File: src/hw/rtl/jse_pkg.sv
// ----------------------------------------------------------------------------
// jse_pkg - shared types and helpers of the json string escaper
// character codes, utf-8 lead byte checks, escape tables and the
// descriptor that carries one item's output text between the stages
// ----------------------------------------------------------------------------
`default_nettype none

package jse_pkg;

    localparam logic [7:0] CH_QUOTE  = 8'h22;
    localparam logic [7:0] CH_BSLASH = 8'h5C;
    localparam logic [7:0] CH_LC_U   = 8'h75;
    localparam logic [7:0] CH_LC_N   = 8'h6E;
    localparam logic [7:0] CH_LC_R   = 8'h72;
    localparam logic [7:0] CH_LC_T   = 8'h74;
    localparam logic [7:0] CH_LC_F   = 8'h66;
    localparam logic [7:0] CH_LC_D   = 8'h64;
    localparam logic [7:0] CH_ZERO   = 8'h30;

    localparam logic [7:0] BYTE_NUL  = 8'h00;
    localparam logic [7:0] BYTE_TAB  = 8'h09;
    localparam logic [7:0] BYTE_LF   = 8'h0A;
    localparam logic [7:0] BYTE_CR   = 8'h0D;
    localparam logic [7:0] BYTE_CTRL_END = 8'h20;

    // index of the last character of the replacement text backslash u f f f d
    localparam logic [2:0] FFFD_LAST = 3'd5;

    typedef struct packed {
        logic [7:0] data_byte;
        logic       has_byte;
        logic       string_start;
        logic       string_end;
    } item_t;

    typedef struct packed {
        logic [5:0][7:0] bytes;
        logic [2:0]      len;
    } esc_t;

    // output text of one item: opening quote, replacements, tail, closing quote
    typedef struct packed {
        logic            open;
        logic [2:0]      nf;
        logic [5:0][7:0] tail;
        logic [2:0]      tail_len;
        logic            close;
    } desc_t;

    typedef enum logic [2:0] {
        PH_IDLE,
        PH_OPEN,
        PH_FFFD,
        PH_TAIL,
        PH_CLOSE
    } phase_t;

    function automatic logic [7:0] hex_char(input logic [3:0] n);
        hex_char = (n < 4'd10) ? (8'h30 + {4'h0, n}) : (8'h57 + {4'h0, n});
    endfunction

    // sequence length from the lead byte, zero for a byte that cannot lead
    function automatic logic [2:0] lead_need(input logic [7:0] b);
        if (b < 8'h80) begin
            lead_need = 3'd1;
        end else if (b >= 8'hC2 && b <= 8'hDF) begin
            lead_need = 3'd2;
        end else if (b >= 8'hE0 && b <= 8'hEF) begin
            lead_need = 3'd3;
        end else if (b >= 8'hF0 && b <= 8'hF4) begin
            lead_need = 3'd4;
        end else begin
            lead_need = 3'd0;
        end
    endfunction

    // continuation byte check, the second byte has a lead specific range
    function automatic logic byte_fits(input logic [7:0] lead, input logic [1:0] pos,
                                       input logic [7:0] c);
        logic [7:0] lo;
        logic [7:0] hi;
        lo = 8'h80;
        hi = 8'hBF;
        if (pos == 2'd1) begin
            if (lead == 8'hE0) lo = 8'hA0;
            if (lead == 8'hED) hi = 8'h9F;
            if (lead == 8'hF0) lo = 8'h90;
            if (lead == 8'hF4) hi = 8'h8F;
        end
        byte_fits = (c >= lo) && (c <= hi);
    endfunction

    // escape of a non-nul ascii byte
    function automatic esc_t ascii_escape(input logic [7:0] c);
        esc_t e;
        e.bytes = '0;
        e.len   = 3'd2;
        e.bytes[0] = CH_BSLASH;
        case (c)
            CH_QUOTE:  e.bytes[1] = CH_QUOTE;
            CH_BSLASH: e.bytes[1] = CH_BSLASH;
            BYTE_LF:   e.bytes[1] = CH_LC_N;
            BYTE_CR:   e.bytes[1] = CH_LC_R;
            BYTE_TAB:  e.bytes[1] = CH_LC_T;
            default: begin
                if (c < BYTE_CTRL_END) begin
                    e.bytes[1] = CH_LC_U;
                    e.bytes[2] = CH_ZERO;
                    e.bytes[3] = CH_ZERO;
                    e.bytes[4] = hex_char(c[7:4]);
                    e.bytes[5] = hex_char(c[3:0]);
                    e.len      = 3'd6;
                end else begin
                    e.bytes[0] = c;
                    e.len      = 3'd1;
                end
            end
        endcase
        ascii_escape = e;
    endfunction

    function automatic logic [7:0] fffd_char(input logic [2:0] idx);
        case (idx)
            3'd0:    fffd_char = CH_BSLASH;
            3'd1:    fffd_char = CH_LC_U;
            3'd2:    fffd_char = CH_LC_F;
            3'd3:    fffd_char = CH_LC_F;
            3'd4:    fffd_char = CH_LC_F;
            3'd5:    fffd_char = CH_LC_D;
            default: fffd_char = 8'h00;
        endcase
    endfunction

    // next phase with something to send, idle once the text is used up
    function automatic phase_t next_phase(input desc_t d, input phase_t cur);
        logic   past_idle;
        logic   past_open;
        logic   past_fffd;
        logic   past_tail;
        phase_t res;
        past_idle = (cur != PH_IDLE);
        past_open = past_idle && (cur != PH_OPEN);
        past_fffd = past_open && (cur != PH_FFFD);
        past_tail = past_fffd && (cur != PH_TAIL);
        if (!past_idle && d.open) begin
            res = PH_OPEN;
        end else if (!past_open && d.nf != 3'd0) begin
            res = PH_FFFD;
        end else if (!past_fffd && d.tail_len != 3'd0) begin
            res = PH_TAIL;
        end else if (!past_tail && d.close) begin
            res = PH_CLOSE;
        end else begin
            res = PH_IDLE;
        end
        next_phase = res;
    endfunction

endpackage

`default_nettype wire

File: src/hw/rtl/jse_classify.sv
// ----------------------------------------------------------------------------
// jse_classify - utf-8 check and escape decision for one item
// turns the held partial sequence and one item into an output descriptor
// and the partial sequence left behind
// ----------------------------------------------------------------------------
`default_nettype none

module jse_classify (
    input  wire jse_pkg::item_t     item,
    input  wire logic [1:0]         pend_cnt,
    input  wire logic [2:0][7:0]    pend_bytes,
    output jse_pkg::desc_t          desc,
    output logic [1:0]              pend_cnt_next,
    output logic [2:0][7:0]         pend_bytes_next
);

    logic [1:0]     p;
    logic [2:0]     need_q0;
    logic [2:0]     need_b;
    logic           fits;
    logic           alone;
    jse_pkg::esc_t  esc;

    always_comb begin
        p       = item.string_start ? 2'd0 : pend_cnt;
        need_q0 = jse_pkg::lead_need(pend_bytes[0]);
        need_b  = jse_pkg::lead_need(item.data_byte);
        fits    = jse_pkg::byte_fits(pend_bytes[0], p, item.data_byte);
        esc     = jse_pkg::ascii_escape(item.data_byte);

        desc.open     = item.string_start;
        desc.close    = item.string_end;
        desc.nf       = 3'd0;
        desc.tail     = '0;
        desc.tail_len = 3'd0;
        pend_cnt_next   = p;
        pend_bytes_next = pend_bytes;
        alone = 1'b0;

        if (item.has_byte) begin
            if (p != 2'd0 && fits) begin
                if ({1'b0, p} + 3'd1 == need_q0) begin
                    // sequence complete, pass it through raw
                    for (int i = 0; i < 4; i++) begin
                        if (i < int'(p)) begin
                            desc.tail[i] = pend_bytes[i];
                        end else if (i == int'(p)) begin
                            desc.tail[i] = item.data_byte;
                        end
                    end
                    desc.tail_len = {1'b0, p} + 3'd1;
                    pend_cnt_next = 2'd0;
                end else if (item.string_end) begin
                    desc.nf = {1'b0, p} + 3'd1;
                end else begin
                    for (int i = 0; i < 3; i++) begin
                        if (i == int'(p)) pend_bytes_next[i] = item.data_byte;
                    end
                    pend_cnt_next = p + 2'd1;
                end
            end else begin
                // held bytes fail one by one, then the new byte is checked afresh
                desc.nf = {1'b0, p};
                alone   = 1'b1;
            end
        end else if (item.string_end) begin
            desc.nf = {1'b0, p};
        end

        if (alone) begin
            case (need_b)
                3'd1: begin
                    if (item.data_byte == jse_pkg::BYTE_NUL) begin
                        desc.nf = desc.nf + 3'd1;
                    end else begin
                        desc.tail     = esc.bytes;
                        desc.tail_len = esc.len;
                    end
                    pend_cnt_next = 2'd0;
                end
                3'd2, 3'd3, 3'd4: begin
                    if (item.string_end) begin
                        desc.nf = desc.nf + 3'd1;
                    end else begin
                        pend_bytes_next[0] = item.data_byte;
                    end
                    pend_cnt_next = 2'd1;
                end
                default: begin
                    desc.nf = desc.nf + 3'd1;
                    pend_cnt_next = 2'd0;
                end
            endcase
        end

        if (item.string_end) pend_cnt_next = 2'd0;
    end

endmodule

`default_nettype wire

File: src/hw/rtl/json_string_escaper_utf8.sv
// ----------------------------------------------------------------------------
// json_string_escaper_utf8 - json string literal writer with utf-8 repair
// takes raw string bytes and sends the quoted, escaped json text one byte
// per transfer, replacing broken utf-8 and nul bytes by \ufffd
// ----------------------------------------------------------------------------
//
//  channel   direction  payload                                    marker
//  s_        in         tdata: data_byte, tuser: has_byte, start   tlast: string_end
//  m_        out        tdata: out_byte                            tlast: closing quote
//
// one output byte per cycle while m_tready is high; an item that yields n
// bytes (0 to 26) holds the output stage until its last byte is taken, an
// item with no bytes skips it, so plain text runs at one input byte per cycle
// an input register and a descriptor register separate the two sides, so the
// next input transfer is taken while the current text is still being sent
// reset clears both stages and the held utf-8 byte count
// a stall on m_ holds the output byte; s_tready drops only once the input
// register is full behind a busy output stage
//
`default_nettype none

module json_string_escaper_utf8 (
    input  wire logic       aclk,
    input  wire logic       aresetn,

    input  wire logic       s_tvalid,
    output logic            s_tready,
    input  wire logic [7:0] s_tdata,    // [7:0] data_byte
    input  wire logic [1:0] s_tuser,    // [0] has_byte, [1] string_start
    input  wire logic       s_tlast,    // string_end

    output logic            m_tvalid,
    input  wire logic       m_tready,
    output logic [7:0]      m_tdata,    // [7:0] out_byte
    output logic            m_tlast     // out_last, on the closing quote
);

    // input register
    logic               a_valid_reg, a_valid_next;
    jse_pkg::item_t     a_item_reg, a_item_next;

    // output stage: descriptor and position within its text
    jse_pkg::desc_t     desc_reg, desc_next;
    jse_pkg::phase_t    phase_reg, phase_next;
    logic [2:0]         rep_reg, rep_next;
    logic [2:0]         chr_reg, chr_next;

    // held bytes of an unfinished utf-8 sequence
    logic [1:0]         pend_cnt_reg, pend_cnt_next;
    logic [2:0][7:0]    pend_bytes_reg, pend_bytes_next;

    jse_pkg::desc_t     cls_desc;
    logic [1:0]         cls_cnt;
    logic [2:0][7:0]    cls_bytes;

    logic               s_xfer;
    logic               m_xfer;
    logic               phase_end;
    jse_pkg::phase_t    phase_after;
    logic               load;

    jse_classify u_classify (
        .item            (a_item_reg),
        .pend_cnt        (pend_cnt_reg),
        .pend_bytes      (pend_bytes_reg),
        .desc            (cls_desc),
        .pend_cnt_next   (cls_cnt),
        .pend_bytes_next (cls_bytes)
    );

    // next state
    always_comb begin
        m_xfer = m_tvalid && m_tready;

        // last byte of the current phase is on the output
        case (phase_reg)
            jse_pkg::PH_OPEN:  phase_end = 1'b1;
            jse_pkg::PH_FFFD:  phase_end = (chr_reg == jse_pkg::FFFD_LAST) &&
                                           (rep_reg + 3'd1 == desc_reg.nf);
            jse_pkg::PH_TAIL:  phase_end = (chr_reg + 3'd1 == desc_reg.tail_len);
            jse_pkg::PH_CLOSE: phase_end = 1'b1;
            default:           phase_end = 1'b0;
        endcase
        phase_after = jse_pkg::next_phase(desc_reg, phase_reg);

        // output stage takes the next descriptor when empty or finishing
        load = a_valid_reg && ((phase_reg == jse_pkg::PH_IDLE) ||
               (m_xfer && phase_end && phase_after == jse_pkg::PH_IDLE));

        s_tready     = !a_valid_reg || load;
        s_xfer       = s_tvalid && s_tready;
        a_valid_next = s_xfer || (a_valid_reg && !load);
        a_item_next  = a_item_reg;
        if (s_xfer) begin
            a_item_next.data_byte    = s_tdata;
            a_item_next.has_byte     = s_tuser[0];
            a_item_next.string_start = s_tuser[1];
            a_item_next.string_end   = s_tlast;
        end

        desc_next       = desc_reg;
        phase_next      = phase_reg;
        rep_next        = rep_reg;
        chr_next        = chr_reg;
        pend_cnt_next   = pend_cnt_reg;
        pend_bytes_next = pend_bytes_reg;

        if (load) begin
            desc_next       = cls_desc;
            phase_next      = jse_pkg::next_phase(cls_desc, jse_pkg::PH_IDLE);
            rep_next        = 3'd0;
            chr_next        = 3'd0;
            pend_cnt_next   = cls_cnt;
            pend_bytes_next = cls_bytes;
        end else if (m_xfer && phase_end) begin
            phase_next = phase_after;
            rep_next   = 3'd0;
            chr_next   = 3'd0;
        end else if (m_xfer) begin
            // replacement text repeats every six characters
            if (phase_reg == jse_pkg::PH_FFFD && chr_reg == jse_pkg::FFFD_LAST) begin
                chr_next = 3'd0;
                rep_next = rep_reg + 3'd1;
            end else begin
                chr_next = chr_reg + 3'd1;
            end
        end
    end

    // outputs
    always_comb begin
        m_tvalid = (phase_reg != jse_pkg::PH_IDLE);
        m_tlast  = (phase_reg == jse_pkg::PH_CLOSE);
        case (phase_reg)
            jse_pkg::PH_OPEN:  m_tdata = jse_pkg::CH_QUOTE;
            jse_pkg::PH_CLOSE: m_tdata = jse_pkg::CH_QUOTE;
            jse_pkg::PH_FFFD:  m_tdata = jse_pkg::fffd_char(chr_reg);
            jse_pkg::PH_TAIL: begin
                case (chr_reg)
                    3'd0:    m_tdata = desc_reg.tail[0];
                    3'd1:    m_tdata = desc_reg.tail[1];
                    3'd2:    m_tdata = desc_reg.tail[2];
                    3'd3:    m_tdata = desc_reg.tail[3];
                    3'd4:    m_tdata = desc_reg.tail[4];
                    3'd5:    m_tdata = desc_reg.tail[5];
                    default: m_tdata = 8'h00;
                endcase
            end
            default:           m_tdata = 8'h00;
        endcase
    end

    // control state
    always_ff @(posedge aclk) begin
        if (!aresetn) begin
            a_valid_reg  <= 1'b0;
            phase_reg    <= jse_pkg::PH_IDLE;
            rep_reg      <= 3'd0;
            chr_reg      <= 3'd0;
            pend_cnt_reg <= 2'd0;
        end else begin
            a_valid_reg  <= a_valid_next;
            phase_reg    <= phase_next;
            rep_reg      <= rep_next;
            chr_reg      <= chr_next;
            pend_cnt_reg <= pend_cnt_next;
        end
    end

    // payload, no reset
    always_ff @(posedge aclk) begin
        a_item_reg     <= a_item_next;
        desc_reg       <= desc_next;
        pend_bytes_reg <= pend_bytes_next;
    end

endmodule

`default_nettype wire

File: config.mk
export PLATFORM = sky130hd
export DESIGN_NAME = json_string_escaper_utf8
export DESIGN_NICKNAME = d
export VERILOG_FILES = /design/src/hw/rtl/jse_pkg.sv /design/src/hw/rtl/jse_classify.sv /design/src/hw/rtl/json_string_escaper_utf8.sv
export SDC_FILE = /design/constraint.sdc
export NUM_CORES = 1
export LEC_CHECK = 0
export BUFFER_PORTS_ARGS = -buffer_cell sky130_fd_sc_hd__buf_2
export CELL_PAD_IN_SITES_DETAIL_PLACEMENT = 1
export CELL_PAD_IN_SITES_GLOBAL_PLACEMENT = 1
export CORE_MARGIN = 5
export CORE_UTILIZATION = 52
export CTS_BUF_LIST = sky130_fd_sc_hd__clkbuf_8
export DETAILED_ROUTE_END_ITERATION = 8
export PLACE_DENSITY_LB_ADDON = 0.1
export SLEW_MARGIN = 10
export SYNTH_ARGS = -nofsm -noshare
export SYNTH_HDL_FRONTEND = slang
export SYNTH_HIERARCHICAL = 1
export SYNTH_SLANG_ARGS = --single-unit
export TNS_END_PERCENT = 100
File: constraint.sdc
create_clock -name aclk -period 4.8 [get_ports aclk]
set_input_delay 0.48 -clock aclk [delete_from_list [all_inputs] [get_ports aclk]]
set_output_delay 0.48 -clock aclk [all_outputs]
set_load 0.05 [all_outputs]
# Yosys cells after proc, flatten, opt, wreduce, memory -nomap -nowiden
# Index checks and enable logic that the tools add are counted.
# totals
wordCells,219
regBits,103
output_inout_bits,11
inputBits,15
# op_classes
bitwise_logic,6
muxes,75
n_addsub,9
reduce_logical,53
n_lt_le_gt_ge,22
n_eq_ne,32
# ops
operator,count
$mux W8,20
$mux W35,3
$mux W51,2
$mux W3,26
$mux W54,1
$ge A8 B8 Y1 const B,6
$le A8 B8 Y1 const B,6
$pmux W8 S6,1
$mux W40,1
$pmux W8 S5,1
$eq A8 B8 Y1 const B,4
$mux W32,1
$pmux W7 S4,1
$eq A8 B4 Y1 const B,3
$mux W6,4
$pmux W8 S3,1
$logic_and A1 B1 Y1,23
$eq A3 B2 Y1 const B,6
$add A7 B4 Y8 const A,2
$lt A8 B8 Y1 const B,2
$reduce_bool A3 Y1,5
$add A6 B4 Y7 const A,2
$mux W2,7
$eq A3 B3 Y1 const B,4
other kinds (35),65

# Longest topological paths before layout
# logic_depth
word_depth,19
depth_mapped,21
mapped_depth_nobuf,18

# By module
# Netlist, hierarchy kept.
# by_module_without_submodules
module,area_each_um2,cells_per_inst,instances,seq_area_each_um2
json_string_escaper_utf8,4016.4,261,1,2942.8
jse_classify,1888.1,287,1,0.0

# Worst setup path before layout
# OpenSTA, ideal clock, no wires.
# synth_timing
kind,reg2reg
from,register a_item_reg[1] (netlist bit)
to,register phase_reg[1]
n_path_buf,3
setup_slack_ns,0.486
t_arrival_ns,4.200
path_stages_with_launch,20
synth_period_minus_slack_ns,4.314
setup_time_ns,0.115
required_time_ns,4.685
cell_sequence,edfxtp_1 -> nand2b_1 -> clkbuf_1 -> inv_1 -> ha_1 -> clkbuf_1 -> nand3b_1 -> or3_1 -> ha_1 -> a21boi_0 -> o2111a_1 -> buf_2 -> nor2_1 -> a41o_1 -> ha_1 -> mux2_2 -> nor4b_1 -> nor2_1 -> a22o_1 -> o21a_1
# synth_rtl
element,line,source
"start, declared",json_string_escaper_utf8.sv:40,"jse_pkg::item_t a_item_reg, a_item_next;"
"start signal, assigned",json_string_escaper_utf8.sv:172,a_item_reg <= a_item_next;
"end signal, assigned",json_string_escaper_utf8.sv:157,phase_reg <= jse_pkg::PH_IDLE;
"end signal, assigned",json_string_escaper_utf8.sv:163,phase_reg <= phase_next;
"end, declared",json_string_escaper_utf8.sv:44,"jse_pkg::phase_t phase_reg, phase_next;"

==> flow_summary_export.csv <==
group,metric,value,unit
outcome,status,"complete, no violations",
floorplanning,core_area,11300,sq um
timing,hold_viol,0,
synthesis,synth-seq-cells,102,
worst_hold_path,hold_class,"in -> reg",
setup_path,worstReg2RegStart,"a_item_reg[1]$_DFFE_PP_",
setup_path,crit_family,"compound AO/OA/AOI/OAI gates",
setup_path,criticalPathCategory,"reg -> reg",
global_routing,grt_max_degree,85,
synthesis,ys_seq_area_share,49.8,%
clocking,tritoncts,"yes",
setup_path,worstRegToRegCells,16,
finish,final_nets,589,
routing,via_per_inst,6.25,
floorplanning,die-area,13600,sq um
synthesis,yosysWarnings,6,
worst_hold_path,hold-path-cell-count,1,
place,dpl.hpwl,11200,um
place,io_buffers,25,
clocking,clk_latency,0.39,ns
finish,fillCellCount,1250,
timing,slew_headroom,26.6,%
global_routing,antenna_found_initial,0,
synthesis,ys_types,70,
clocking,numCtsBuffers,9,
setup_path,end_kind,"flop",
power,switching_share,32.8,%
timing,finalCritPeriodShare,92.4,%
synthesis,async_reset_ff_share,0,%
finish,largest_reg_flops,55,
setup_path,arrival,4.73,ns
floorplanning,die_w,117,um
finish,multi_input_area,2680,sq um
timing,fmaxAchievable,225,MHz
floorplanning,ios,26,
routing,routed_wl,15700,um
timing,tns,0,ns
clocking,post_cts_buffers,0,
clocking,h-tree-depth,3,
routing,dr.pass1.iters,4,
timing,min_period,4.43,ns
timing,setup_viol,0,
timing,maxSlewViolCount,0,
global_routing,grt_overflow,0,
power,cellLeakagePower,2.33,nW
place,gp_congestion,0.947,
worst_hold_path,hold_start,"s_tdata[2]",
power,power_frac_comb,18.5,%
finish,synthToLayoutAreaGrowth,5.36,%
setup_path,worstSetupStartpointType,"flop",
flow_run,maxCapViolCount,0,
setup_path,crit_fanout,11,
setup_path,crit_required,5.09,ns
setup_path,path_buf_inv,1,
global_routing,grt_pass1_vias,4391,
synthesis,syn_inst,548,
routing,drt_iter0_markers,327,
routing,routedWlPerCell,22.4,um
timing,skew,0.0135,ns
finish,layout-drive-gt1-share,14.9,%
synthesis,synth_edf_count,90,
power,internal-power,1.37,mW
global_routing,grt_pass1_wl,24800,um
power,pwr-share-seq,55.8,%
power,p_switching,0.669,mW
setup_path,cpPeakStageDelay,0.46,ns
setup_path,path_depth,16,
floorplanning,die_h,117,um
synthesis,synth_area,5900,sq um
setup_path,crit_slowest_cell,"edfxtp_1",
clocking,cts_num_sinks,102,
floorplanning,num_rows,39,
routing,vias,4369,
synthesis,synth_flop_cell,"edfxtp_1",
finish,diodes,0,
clocking,clockRootBuffer,"clkbuf_8",
routing,route.detailed.drc,0,
synthesis,synth.avg_cell_area,10.8,sq um
floorplanning,start_util,52.4,%
routing,ant_nets,0,
timing,worst_pin_slew,1.10,ns
power,vdd_drop_max,210,uV
finish,seq_area,2940,sq um
clocking,clockBufferDepth,2,
setup_path,crit_chain,"nand2b_1 > inv_1 > ha_2 > nand3b_1 > or3_1 > ha_1 > a21boi_0 > o311ai_2 > o21a_1 > a41o_1 > ha_1 > mux2_2 > nor4b_2 > nor2_1 > a22o_1 > o21a_1",
timing,rsz0062_at_grt,"no",
power,p_per_area,328,nW/um^2
global_routing,grt_util_all_layers,24.3,%
clocking,clk_pin_slew,0.10,ns
setup_path,critical_path.startpoint,"a_item_reg[1]$_DFFE_PP_",
power,power.share.clock,25.7,%
power,p_total,2.04,mW
cell type report:
| cell class | instances | share of cell area [%] |
|---|---|---|
| Multi-Input combinational cell | 389 | 43.1 |
| Clock inverter | 7 | 0.865 |
| Inverter | 18 | 1.09 |
| Sequential cell | 102 | 47.3 |
| Clock buffer | 9 | 1.99 |
| Timing Repair Buffer | 31 | 2.74 |
| Tap cell | 143 | 2.88 |
metrics by stage:
step / hold slack [ns] / worst slack [ns] / std cells / util [%] / instance area (sq um)
global placement: 0.486 / 0.441 / 683 / 53.5 / 6030
finish: 0.260 / 0.365 / 699 / 55.2 / 6220
detailed placement: 0.515 / 0.203 / 683 / 53.5 / 6030
floorplan: 0.465 / 0.486 / 554 / - / 5930
global route: 0.239 / 0.0826 / 699 / 55.2 / 6220
CTS: 0.231 / 0.171 / 699 / 55.1 / 6210
final timing paths:
kind | end | slack [ns]
max reg2reg | phase_reg[1]$_SDFFE_PN0P_ | 0.37
max | phase_reg[1]$_SDFFE_PN0P_ | 0.37
min reg2reg | rep_reg[1]$_SDFFE_PP0P_ | 0.53
min | a_item_reg[5]$_DFFE_PP_ | 0.26
metal layers:
layer  wire [um]  track usage (%)  up-vias
met3         639             3.42       30
met4         479             11.4        0
met5           0                0        -
li1            -                -     2042
met2        7310             38.7      121
met1        7240             33.0     2176
cells by family (layout without fill, tap and decap cells):
logic type	after synthesis	in the layout	synth area share (%)
other	1	7	0.0635
XOR/XNOR	13	13	2.18
multiplexers	27	27	5.02
AO/OA/AOI/OAI	128	128	14.8
adder cells (fa/ha/maj)	23	23	4.87
flip-flops	102	102	49.8
buffers and inverters	63	65	5.23
AND/OR/NAND/NOR	191	191	18.0
cells in the mapped netlist, drive strengths merged (3+ instances only):
cell    number  area, sq um
nand4b       4         65.1
ha          23          288
o211ai       4         30.0
a221o        3         30.0
nand4        7         58.8
nor2        45          169
a22o         5         52.6
xnor2        7         61.3
o22ai        9         56.3
nor3b        4         30.0
nand3b       3         22.5
clkbuf      21         78.8
nor3        14         70.1
or3          7         45.1
a222oi       4         40.0
a21oi       36          180
o31ai        3         22.5
nor2b       10         62.6
nand2       42          160
nand3       12         65.1
dfxtp       12          240
a21o         3         22.5
and2         5         31.3
and3         7         43.8
inv         17         63.8
nor4         5         31.3
o21a         7         52.6
nand2b      12         82.6
edfxtp      90         2700
buf         24          163
a31oi        4         25.0
xor2         5         43.8
o21ai       22          110
mux2        21          236
a22oi        4         35.0
mux2i        6         60.1
a221oi       8         70.1
cell usage in the layout, fill, tap and decap left out, types with 9 or more instances in the layout:
cell type,netlist,layout
ha_1,23,22
nand3_1,11,11
o21ai_0,22,22
inv_1,17,17
buf_2,10,25
a21oi_1,36,36
nand2_1,41,41
nor3_1,14,14
clkbuf_8,0,9
dfxtp_1,12,12
nor2_1,45,45
mux2_2,21,21
nor2b_1,10,10
o22ai_1,9,9
nand2b_1,11,11
edfxtp_1,90,90
what timing repair did:
action                     CTS  global route
resized for setup            0             2
hold buffers                 0             0
setup endpoints to repair    0             2
power groups by stage:
stage	Sequential, mW	Clock, mW	Combinational, mW
floorplan	1.10	0	0.316
global placement	1.15	0	0.365
detailed placement	1.16	0	0.376
CTS	1.14	0.544	0.378
global route	1.15	0.579	0.412
finish	1.14	0.525	0.378
No activity file was read; power rests on OpenSTA's default activity.
